$ cat config.mk
export PLATFORM = sky130hd
export DESIGN_NAME = ctt1_cos_unit
export DESIGN_NICKNAME = d
export VERILOG_FILES = /design/src/design/ctt1_pkg.sv /design/src/design/ctt1_cos_unit.sv
export SDC_FILE = /design/constraint.sdc
export NUM_CORES = 2
export LEC_CHECK = 0
export ABC_CLOCK_PERIOD_IN_PS = 13700
export BUFFER_PORTS_ARGS = -buffer_cell sky130_fd_sc_hd__buf_4
export CORE_UTILIZATION = 45
export CTS_CLUSTER_DIAMETER = 120
export DETAILED_ROUTE_END_ITERATION = 10
export PLACE_DENSITY = 0.7
export SLEW_MARGIN = 20
export SYNTH_ARGS = -nofsm -noshare
export SYNTH_HDL_FRONTEND = slang
export SYNTH_SLANG_ARGS = --single-unit
$ cat constraint.sdc
create_clock -name i_clk -period 13.7 [get_ports i_clk]
set_clock_uncertainty 0.1 [all_clocks]
set_input_delay 2.74 -clock i_clk [delete_from_list [all_inputs] [get_ports i_clk]]
set_output_delay 2.74 -clock i_clk [all_outputs]
set_load 0.01 [all_outputs]
$ cat src/design/ctt1_pkg.sv
`timescale 1ns / 1ps
// ----------------------------------------------------------------------------
// ctt1_pkg
// Shared types and constants for the type-1 cosine transform unit.
// ----------------------------------------------------------------------------
package ctt1_pkg;

    localparam int SAMPLE_W = 24;
    localparam int CNT_W    = 11;
    localparam int PHASE_W  = 24;
    localparam int INDEX_W  = 10;
    localparam int RESULT_W = 32;
    localparam int COS_W    = 18;
    localparam int CFG_IDX_W = 2;
    localparam int CFG_DATA_W = 24;

    // sine polynomial coefficients, Q30
    localparam logic [31:0] SIN_C0  = 32'd1686629713;
    localparam logic [31:0] SIN_C1  = 32'd693598668;
    localparam logic [31:0] SIN_C2  = 32'd85569306;
    localparam logic [31:0] SIN_C3  = 32'd5026994;
    localparam logic [31:0] SIN_C4  = 32'd172272;
    localparam logic [33:0] ONE_Q30 = 34'd1073741824;

    localparam logic [1:0] FUNC_WRITE = 2'd0;
    localparam logic [1:0] FUNC_FWD   = 2'd1;
    localparam logic [1:0] FUNC_INV   = 2'd2;

    localparam logic [CFG_IDX_W-1:0] CFG_SAMPLE_COUNT  = 2'd0;
    localparam logic [CFG_IDX_W-1:0] CFG_HALF_LENGTH   = 2'd1;
    localparam logic [CFG_IDX_W-1:0] CFG_PHASE_STEP    = 2'd2;
    localparam logic [CFG_IDX_W-1:0] CFG_INVERSE_SCALE = 2'd3;

    typedef enum logic [3:0] {
        ST_IDLE,
        ST_START,
        ST_END0,
        ST_ENDH,
        ST_CSTART,
        ST_CWAIT,
        ST_ACC,
        ST_MAG,
        ST_RND,
        ST_MULLO,
        ST_MULHI,
        ST_INVRND,
        ST_SAT
    } t_state;

    typedef struct packed {
        logic                  start;
        logic [PHASE_W-1:0]    angle;
    } t_cos_req;

    typedef struct packed {
        logic                    done;
        logic signed [COS_W-1:0] value;
    } t_cos_rsp;

    // coefficient subtracted from at each Horner step
    function automatic logic [31:0] horner_coef(input logic [2:0] step);
        logic [31:0] c;
        case (step)
            3'd1:    c = SIN_C3;
            3'd2:    c = SIN_C2;
            3'd3:    c = SIN_C1;
            3'd4:    c = SIN_C0;
            default: c = SIN_C4;
        endcase
        return c;
    endfunction

endpackage

$ cat src/design/ctt1_cos_unit.sv
`timescale 1ns / 1ps
// ----------------------------------------------------------------------------
// ctt1_cos_unit
// Iterative Q16 cosine: quadrant fold, then Horner polynomial on one
// shared 32x32 multiplier, one product per cycle while busy; the done
// flag is registered after the last step.
// ----------------------------------------------------------------------------
module ctt1_cos_unit (
    input  logic               i_clk,
    input  logic               i_rst_n,
    input  ctt1_pkg::t_cos_req i_req,
    output ctt1_pkg::t_cos_rsp o_rsp
);

    logic        r_busy, n_busy;
    logic [2:0]  r_step, n_step;
    logic [31:0] r_z, n_z;
    logic [31:0] r_z2, n_z2;
    logic [31:0] r_t, n_t;
    logic        r_neg, n_neg;
    logic        r_done, n_done;
    logic signed [ctt1_pkg::COS_W-1:0] r_val, n_val;

    logic [23:0] p;
    logic [21:0] x;
    logic [22:0] zq;
    logic [31:0] op_a, op_b;
    logic [63:0] prod;
    logic [33:0] p30;
    logic [33:0] s_clamp;
    logic [16:0] s_rnd;

    always_comb begin
        p    = i_req.angle + 24'h400000;
        x    = p[21:0];
        zq   = p[22] ? (23'h400000 - {1'b0, x}) : {1'b0, x};

        op_a = (r_step == 3'd0) ? r_z : r_t;
        op_b = (r_step == 3'd0 || r_step == 3'd5) ? r_z : r_z2;
        prod = 64'(op_a) * 64'(op_b);
        p30  = prod[63:30];

        s_clamp = (p30 > ctt1_pkg::ONE_Q30) ? ctt1_pkg::ONE_Q30 : p30;
        s_rnd   = 17'((s_clamp + 34'd8192) >> 14);

        n_busy = r_busy;
        n_step = r_step;
        n_z    = r_z;
        n_z2   = r_z2;
        n_t    = r_t;
        n_neg  = r_neg;
        n_done = 1'b0;
        n_val  = r_val;

        if (!r_busy) begin
            if (i_req.start) begin
                n_busy = 1'b1;
                n_step = 3'd0;
                n_z    = {1'b0, zq, 8'd0};
                n_neg  = p[23];
            end
        end else begin
            n_step = r_step + 3'd1;
            case (r_step)
                3'd0: begin
                    n_z2 = p30[31:0];
                    n_t  = ctt1_pkg::SIN_C4;
                end
                3'd1, 3'd2, 3'd3, 3'd4: begin
                    n_t = ctt1_pkg::horner_coef(r_step) - p30[31:0];
                end
                default: begin
                    n_busy = 1'b0;
                    n_done = 1'b1;
                    n_val  = r_neg ? -$signed({1'b0, s_rnd}) : $signed({1'b0, s_rnd});
                end
            endcase
        end
    end

    always_ff @(posedge i_clk) begin
        if (!i_rst_n) begin
            r_busy <= 1'b0;
            r_done <= 1'b0;
            r_step <= 3'd0;
        end else begin
            r_busy <= n_busy;
            r_done <= n_done;
            r_step <= n_step;
        end
        r_z   <= n_z;
        r_z2  <= n_z2;
        r_t   <= n_t;
        r_neg <= n_neg;
        r_val <= n_val;
    end

    assign o_rsp.done  = r_done;
    assign o_rsp.value = r_val;

endmodule

# Word-level counts from Yosys, hierarchy flattened
# Index checks and enable logic that the tools add are counted.
# totals
ff_bits	111
latch_bits	0
ram_bits	0
mem_bits_ro	0
inputBits	27
output_inout_bits	19
word_cells	51
n_memories	0
# classes
addsub	6
mul	1
div_mod_pow	0
magnitude_cmp	1
n_eq_ne	5
shifts	0
n_mux	15
n_bitwise	2
n_reduce_logical	11
# ops
operator	count
two-way mux 32 bit	4
one-hot mux 31 bit (4 select lines)	1
multiplier 32 x 32 -> 64 bit	1
one-hot mux 32 bit (2 select lines)	1
greater-than comparator 34 x 31 -> 1 bit, second input constant	1
subtractor 32 bit	1
adder 31 x 14 -> 31 bit, second input constant	1
two-way mux 31 bit	1
adder 24 x 23 -> 24 bit, second input constant	1
subtractor 23 x 22 -> 23 bit, first input constant	1
two-way mux 22 bit	1
negator 17 -> 18 bit	1
two-way mux 17 bit	1
AND reduction 2 bit	5
== test 3 x 2 -> 1 bit, second input constant	2
== test 3 bit, second input constant	2
two-way mux 3 bit	2
OR reduction 5 bit	1
two-way mux 1 bit	4
nonzero test 2 bit	2
OR reduction 4 bit	1
adder 3 x 1 -> 3 bit, second input constant	1
== test 3 x 1 -> 1 bit, second input constant	1
logical NOT 3 bit	1
other kinds (2)	3

# Depth between registers and ports, before layout
# logic_depth
depth_word	9
depth_mapped	48
depth_no_buf	44

# Least setup slack after synthesis
# Ideal clock, no wire load.
# synth_timing
path_kind	flip-flop to flip-flop
startpoint	reg r_step[0]
endpoint	reg r_val[15] in the netlist's numbering (data pin)
setup_ns	0.264
arrival_ns	12.143
path_slack_ns	1.193
stages_incl_launch_ff	42
n_path_buf	5
cell_sequence	dfxtp_1 -> inv_1 -> ha_1 -> mux2i_4 -> clkbuf_1 -> mux2i_1 -> clkbuf_1 -> nor2_1 -> fa_1 -> fa_1 -> inv_1 -> fa_1 -> fa_1 -> inv_1 -> fa_1 -> fa_1 -> fa_1 -> fa_1 -> (+6 left out) -> o221a_2 -> a31oi_1 -> mux2_2 -> nor2_1 -> nand4_1 -> o31ai_1 -> nand2_1 -> nor2_1 -> ha_1 -> inv_1 -> or4_1 -> buf_4 -> nor3_2 -> nand4bb_1 -> a2111o_1 -> a311oi_2 -> a31oi_1 -> xnor2_1
# synth_via
elab_chain_len	9
word_cells_on_any_way	11
classes_between	2 x add/sub; 1 x mul; 1 x order compare; 1 x eq/ne; 4 x mux; 2 x reduce/logical
# synth_rtl
item	line	text
start: declaration	ctt1_cos_unit.sv:16	logic [2:0] r_step, n_step;
start signal: assignment	ctt1_cos_unit.sv:89	r_step <= n_step;
== test 3 bit or logical NOT 3 bit (tied branches)	ctt1_cos_unit.sv:39, ctt1_cos_unit.sv:38	
logical OR 1 bit	ctt1_cos_unit.sv:39	op_b = (r_step == 3'd0 || r_step == 3'd5) ? r_z : r_z2;
two-way mux 32 bit	ctt1_cos_unit.sv:39	
multiplier 32 x 32 -> 64 bit (*)	ctt1_cos_unit.sv:40	prod = 64'(op_a) * 64'(op_b);
greater-than comparator 34 x 31 -> 1 bit	ctt1_cos_unit.sv:43	s_clamp = (p30 > ctt1_pkg::ONE_Q30) ? ctt1_pkg::ONE_Q30 : p30;
two-way mux 31 bit (*)	ctt1_cos_unit.sv:43	
adder 31 x 14 -> 31 bit (*)	ctt1_cos_unit.sv:44	s_rnd = 17'((s_clamp + 34'd8192) >> 14);
negator 17 -> 18 bit	ctt1_cos_unit.sv:75	n_val = r_neg ? -$signed({1'b0, s_rnd}) : $signed({1'b0, s_rnd});
two-way mux 17 bit (*)	ctt1_cos_unit.sv:75	
end signal: assignment	ctt1_cos_unit.sv:95	r_val <= n_val;
end: declaration	ctt1_cos_unit.sv:22	logic signed [ctt1_pkg::COS_W-1:0] r_val, n_val;
# Every way passes the cells marked *; elsewhere a longest branch is shown, timed or not.
# A chain may end at the register's enable or synchronous reset.

# Final worst setup path
# layout_timing
startpoint	reg r_step[0]
endpoint	reg r_val[11] in the netlist's numbering (data pin)
# layout_via
elab_chain_len	9
word_cells_on_any_way	11
classes_between	2 x add/sub; 1 x mul; 1 x order compare; 1 x eq/ne; 4 x mux; 2 x reduce/logical
# layout_rtl
item	line	text
== test 3 bit or logical NOT 3 bit (tied branches)	ctt1_cos_unit.sv:39, ctt1_cos_unit.sv:38	
logical OR 1 bit	ctt1_cos_unit.sv:39	
two-way mux 32 bit	ctt1_cos_unit.sv:39	
multiplier 32 x 32 -> 64 bit (*)	ctt1_cos_unit.sv:40	
via prod[38]	ctt1_cos_unit.sv:28	logic [63:0] prod;
greater-than comparator 34 x 31 -> 1 bit	ctt1_cos_unit.sv:43	
two-way mux 31 bit (*)	ctt1_cos_unit.sv:43	
adder 31 x 14 -> 31 bit (*)	ctt1_cos_unit.sv:44	
negator 17 -> 18 bit	ctt1_cos_unit.sv:75	
two-way mux 17 bit (*)	ctt1_cos_unit.sv:75	
# The timed path passes the listed nets; every way through them passes the cells marked *.

==> qor.json <==
{
  "ys_seq_area_share": {"value": 8.23, "unit": "%"},
  "sum_of_routed_wire_length_over_all_layers": {"value": 138000, "unit": "um"},
  "die_area": {"value": 89800, "unit": "um2"},
  "period_utilization": {"value": 96.8, "unit": "%"},
  "clock_tree.root_cell": {"value": "clkbuf_16"},
  "worst_slew_pin_slew": {"value": 0.943, "unit": "ns"},
  "layout-area-overhead-vs-synth": {"value": 7.00, "unit": "%"},
  "crit_slowest_cell": {"value": "or4_1"},
  "ant_nets": {"value": 0},
  "synth_common_cells": {"value": "939 x inv_1, 896 x fa_1, 629 x nor2_1"},
  "core-area": {"value": 87300, "unit": "um2"},
  "via_per_inst": {"value": 5.74},
  "grt_start_max_net_pins": {"value": 49},
  "first_global_vias": {"value": 34400},
  "worstHoldPathType": {"value": "reg -> reg"},
  "rsz_0062_raised_after_global_routing": {"value": "no"},
  "final_layout_size_suffix_gt1_share": {"value": 7.45, "unit": "%"},
  "timing.setup.critical_path_class": {"value": "reg -> reg"},
  "globalRoute.totalOverflow": {"value": 0},
  "worstPathMaxFanout": {"value": 31},
  "h_tree_levels": {"value": 3},
  "final_nets": {"value": 5710},
  "clock_transition_at_path_regs": {"value": 0.09, "unit": "ns"},
  "period_needed": {"value": 13.27, "unit": "ns"},
  "clock_latency": {"value": 0.38, "unit": "ns"},
  "syn_nets": {"value": 5719},
  "synth_area_per_cell": {"value": 8.86, "unit": "um2"},
  "initial_utilization": {"value": 45.7, "unit": "%"},
  "max-slew-margin-rel": {"value": 35.9, "unit": "%"},
  "status": {"value": "complete, no violations"},
  "synth_edf_count": {"value": 106},
  "cpPeakStageDelay": {"value": 0.70, "unit": "ns"},
  "die_x": {"value": 300, "unit": "um"},
  "synth_top_area_cell": {"value": "fa_1"},
  "drc_errors": {"value": 0},
  "postCtsHoldBufs": {"value": 0},
  "tritoncts_buffers": {"value": 9},
  "worstSetupEndpointType": {"value": "flip-flop"},
  "vias": {"value": 32400},
  "synth_flop_cell": {"value": "edfxtp_1"},
  "synth_most_common_cell": {"value": "inv_1"},
  "cts_tree": {"value": "done"},
  "ys_seq_elements": {"value": 111},
  "crit_top_cell": {"value": "fa_1"},
  "placement.io_buffers": {"value": 45},
  "final-setup-viol-count": {"value": 0},
  "finalHoldViolations": {"value": 0},
  "fin_setup_tns": {"value": 0, "unit": "ns"},
  "slew_viol_final": {"value": 0},
  "worstPathArrival": {"value": 13.29, "unit": "ns"},
  "async_set_or_reset_register_ratio_after_synthesis": {"value": 0, "unit": "%"},
  "die_height": {"value": 300, "unit": "um"},
  "ios": {"value": 46},
  "initial_antenna_violation_count": {"value": 4},
  "placementRows": {"value": 108},
  "wl_per_cell": {"value": 24.4, "unit": "um"},
  "synth.top_cells.by_area": {"value": "fa_1 45%, ha_1 9.3%, inv_1 8.8%"},
  "synth.distinct_cells": {"value": 90},
  "post_synthesis_cell_area": {"value": 39900, "unit": "um2"},
  "yosys_warnings": {"value": 0},
  "drt_first_pass_iters": {"value": 6},
  "final_weighted_congestion_in_routability_driven_placement": {"value": 1.03},
  "highest_clock_rate": {"value": 75.4, "unit": "MHz"},
  "first_pass_grt_wire_length": {"value": 209000, "unit": "um"},
  "yosysTopAreaCellShare": {"value": 45.0, "unit": "%"},
  "timing.max_cap.violations": {"value": 0},
  "clk_sink_count": {"value": 111},
  "grt_util_all_layers": {"value": 31.5, "unit": "%"},
  "critPathRequiredTime": {"value": 13.73, "unit": "ns"},
  "cts_max_path_buffers": {"value": 2},
  "start_kind": {"value": "flip-flop"},
  "initialDrtViolationCount": {"value": 2904},
  "detailedPlacementHpwl": {"value": 113000, "unit": "um"},
  "postSynthCellCount": {"value": 4501}
}
[logic make-up after synthesis]
| group | share of synthesized area (%) |
|---|---|
| AND/OR/NAND/NOR | 15.9 |
| AO/OA/AOI/OAI | 6.36 |
| flip-flops | 8.23 |
| XOR/XNOR | 1.80 |
| adder cells (fa/ha/maj) | 54.3 |
| buffers and inverters | 10.9 |
| multiplexers | 2.62 |
[timing repair]
item	in CTS	in global routing
gates resized for setup	0	14
buffers inserted	0	3
endpoints found under the hold margin	0	0
setup endpoints to repair	0	10
[final timing paths]
| kind | start | endpoint | slack, ns | depth (start not counted) |
|---|---|---|---|---|
| max reg2reg | r_step[0]$_SDFFE_PN0P_ | r_val[11]$_DFFE_PP_ | 0.43 | 40 |
| max | r_step[0]$_SDFFE_PN0P_ | r_val[11]$_DFFE_PP_ | 0.43 | 40 |
| min reg2reg | r_busy$_SDFF_PN0_ | r_step[0]$_SDFFE_PN0P_ | 0.55 | 2 |
| min | r_busy$_SDFF_PN0_ | r_step[0]$_SDFFE_PN0P_ | 0.55 | 2 |
[flip-flops by register name (all words and copies together) (netlist names)]
register,flops
r_z2,32
r_busy,1
r_t,32
r_step,3
r_done,1
r_val,18
r_neg,1
r_z,23
[layer usage]
layer	track usage, %	part of all wire, %	vias up
met5	0	0.0094	-
met4	18.9	7.5	2
met3	6.88	9.3	476
met2	50.3	46	1677
met1	39.3	38	16500
li1	-	-	13800
[cells in the final DEF, fill, tap and decap left out, types with 6 or more instances in the layout]
master | Yosys | routed
o21a_1 | 18 | 18
clkbuf_16 | 0 | 9
a211o_1 | 12 | 12
nor2_1 | 629 | 627
and2_1 | 29 | 28
nor4_1 | 18 | 18
nand2b_1 | 9 | 9
a31oi_1 | 13 | 13
nor3_1 | 53 | 53
mux2i_1 | 46 | 14
xnor2_1 | 49 | 49
edfxtp_1 | 106 | 106
buf_12 | 0 | 7
nand4_1 | 25 | 25
nand2_1 | 537 | 534
buf_4 | 2 | 181
nor2b_1 | 18 | 17
o211ai_1 | 11 | 11
nand3_1 | 43 | 43
mux2_2 | 49 | 45
fa_1 | 896 | 896
a21oi_1 | 122 | 121
or2_2 | 11 | 11
mux2i_4 | 1 | 7
a21boi_0 | 9 | 9
a211oi_1 | 13 | 13
o21bai_1 | 8 | 8
o21ai_0 | 75 | 75
or3_1 | 20 | 20
a21o_1 | 30 | 30
ha_1 | 295 | 295
inv_1 | 939 | 939
or4_1 | 6 | 6
xor2_1 | 33 | 33
and3_1 | 65 | 65
mux2i_2 | 0 | 26
[metrics by stage]
stage / area (um2) / instances / util, % / hold WS [ns] / setup WS (ns)
4_1_cts: 42500 / 5647 / 48.7 / 0.547 / 0.354
6_report: 42700 / 5657 / 48.9 / 0.551 / 0.434
5_1_grt: 42700 / 5652 / 48.9 / 0.613 / 0.0462
2_1_floorplan: 39900 / 4501 / - / 0.518 / 1.19
3_3_place_gp: 42200 / 5631 / 48.3 / 0.539 / 0.445
3_5_place_dp: 42200 / 5631 / 48.3 / 0.541 / 0.400
[critical path: cells and delay by family (launching register included)]
| kind | cells | cell delay [ns] |
|---|---|---|
| buffers and inverters | 7 | 0.89 |
| XOR/XNOR | 2 | 0.33 |
| AO/OA/AOI/OAI | 6 | 1.96 |
| AND/OR/NAND/NOR | 13 | 3.77 |
| adder cells (fa/ha/maj) | 11 | 4.94 |
| multiplexers | 1 | 0.57 |
| flip-flops | 1 | 0.40 |
[final cells by class]
| cell class | count | area [um2] |
|---|---|---|
| clock buffers | 9 | 225 |
| multi-input cells | 3239 | 32500 |
| well taps | 1155 | 1450 |
| repair buffers | 191 | 1570 |
| flip-flops and latches | 111 | 3280 |
| clock inverters | 7 | 96.3 |
| diodes | 5 | 12.5 |
| fillers | 8344 | 44600 |
| inverters | 940 | 3530 |
Power is not shown: default switching activity piles up to over one toggle a cycle in this logic, so the estimate is an artifact.
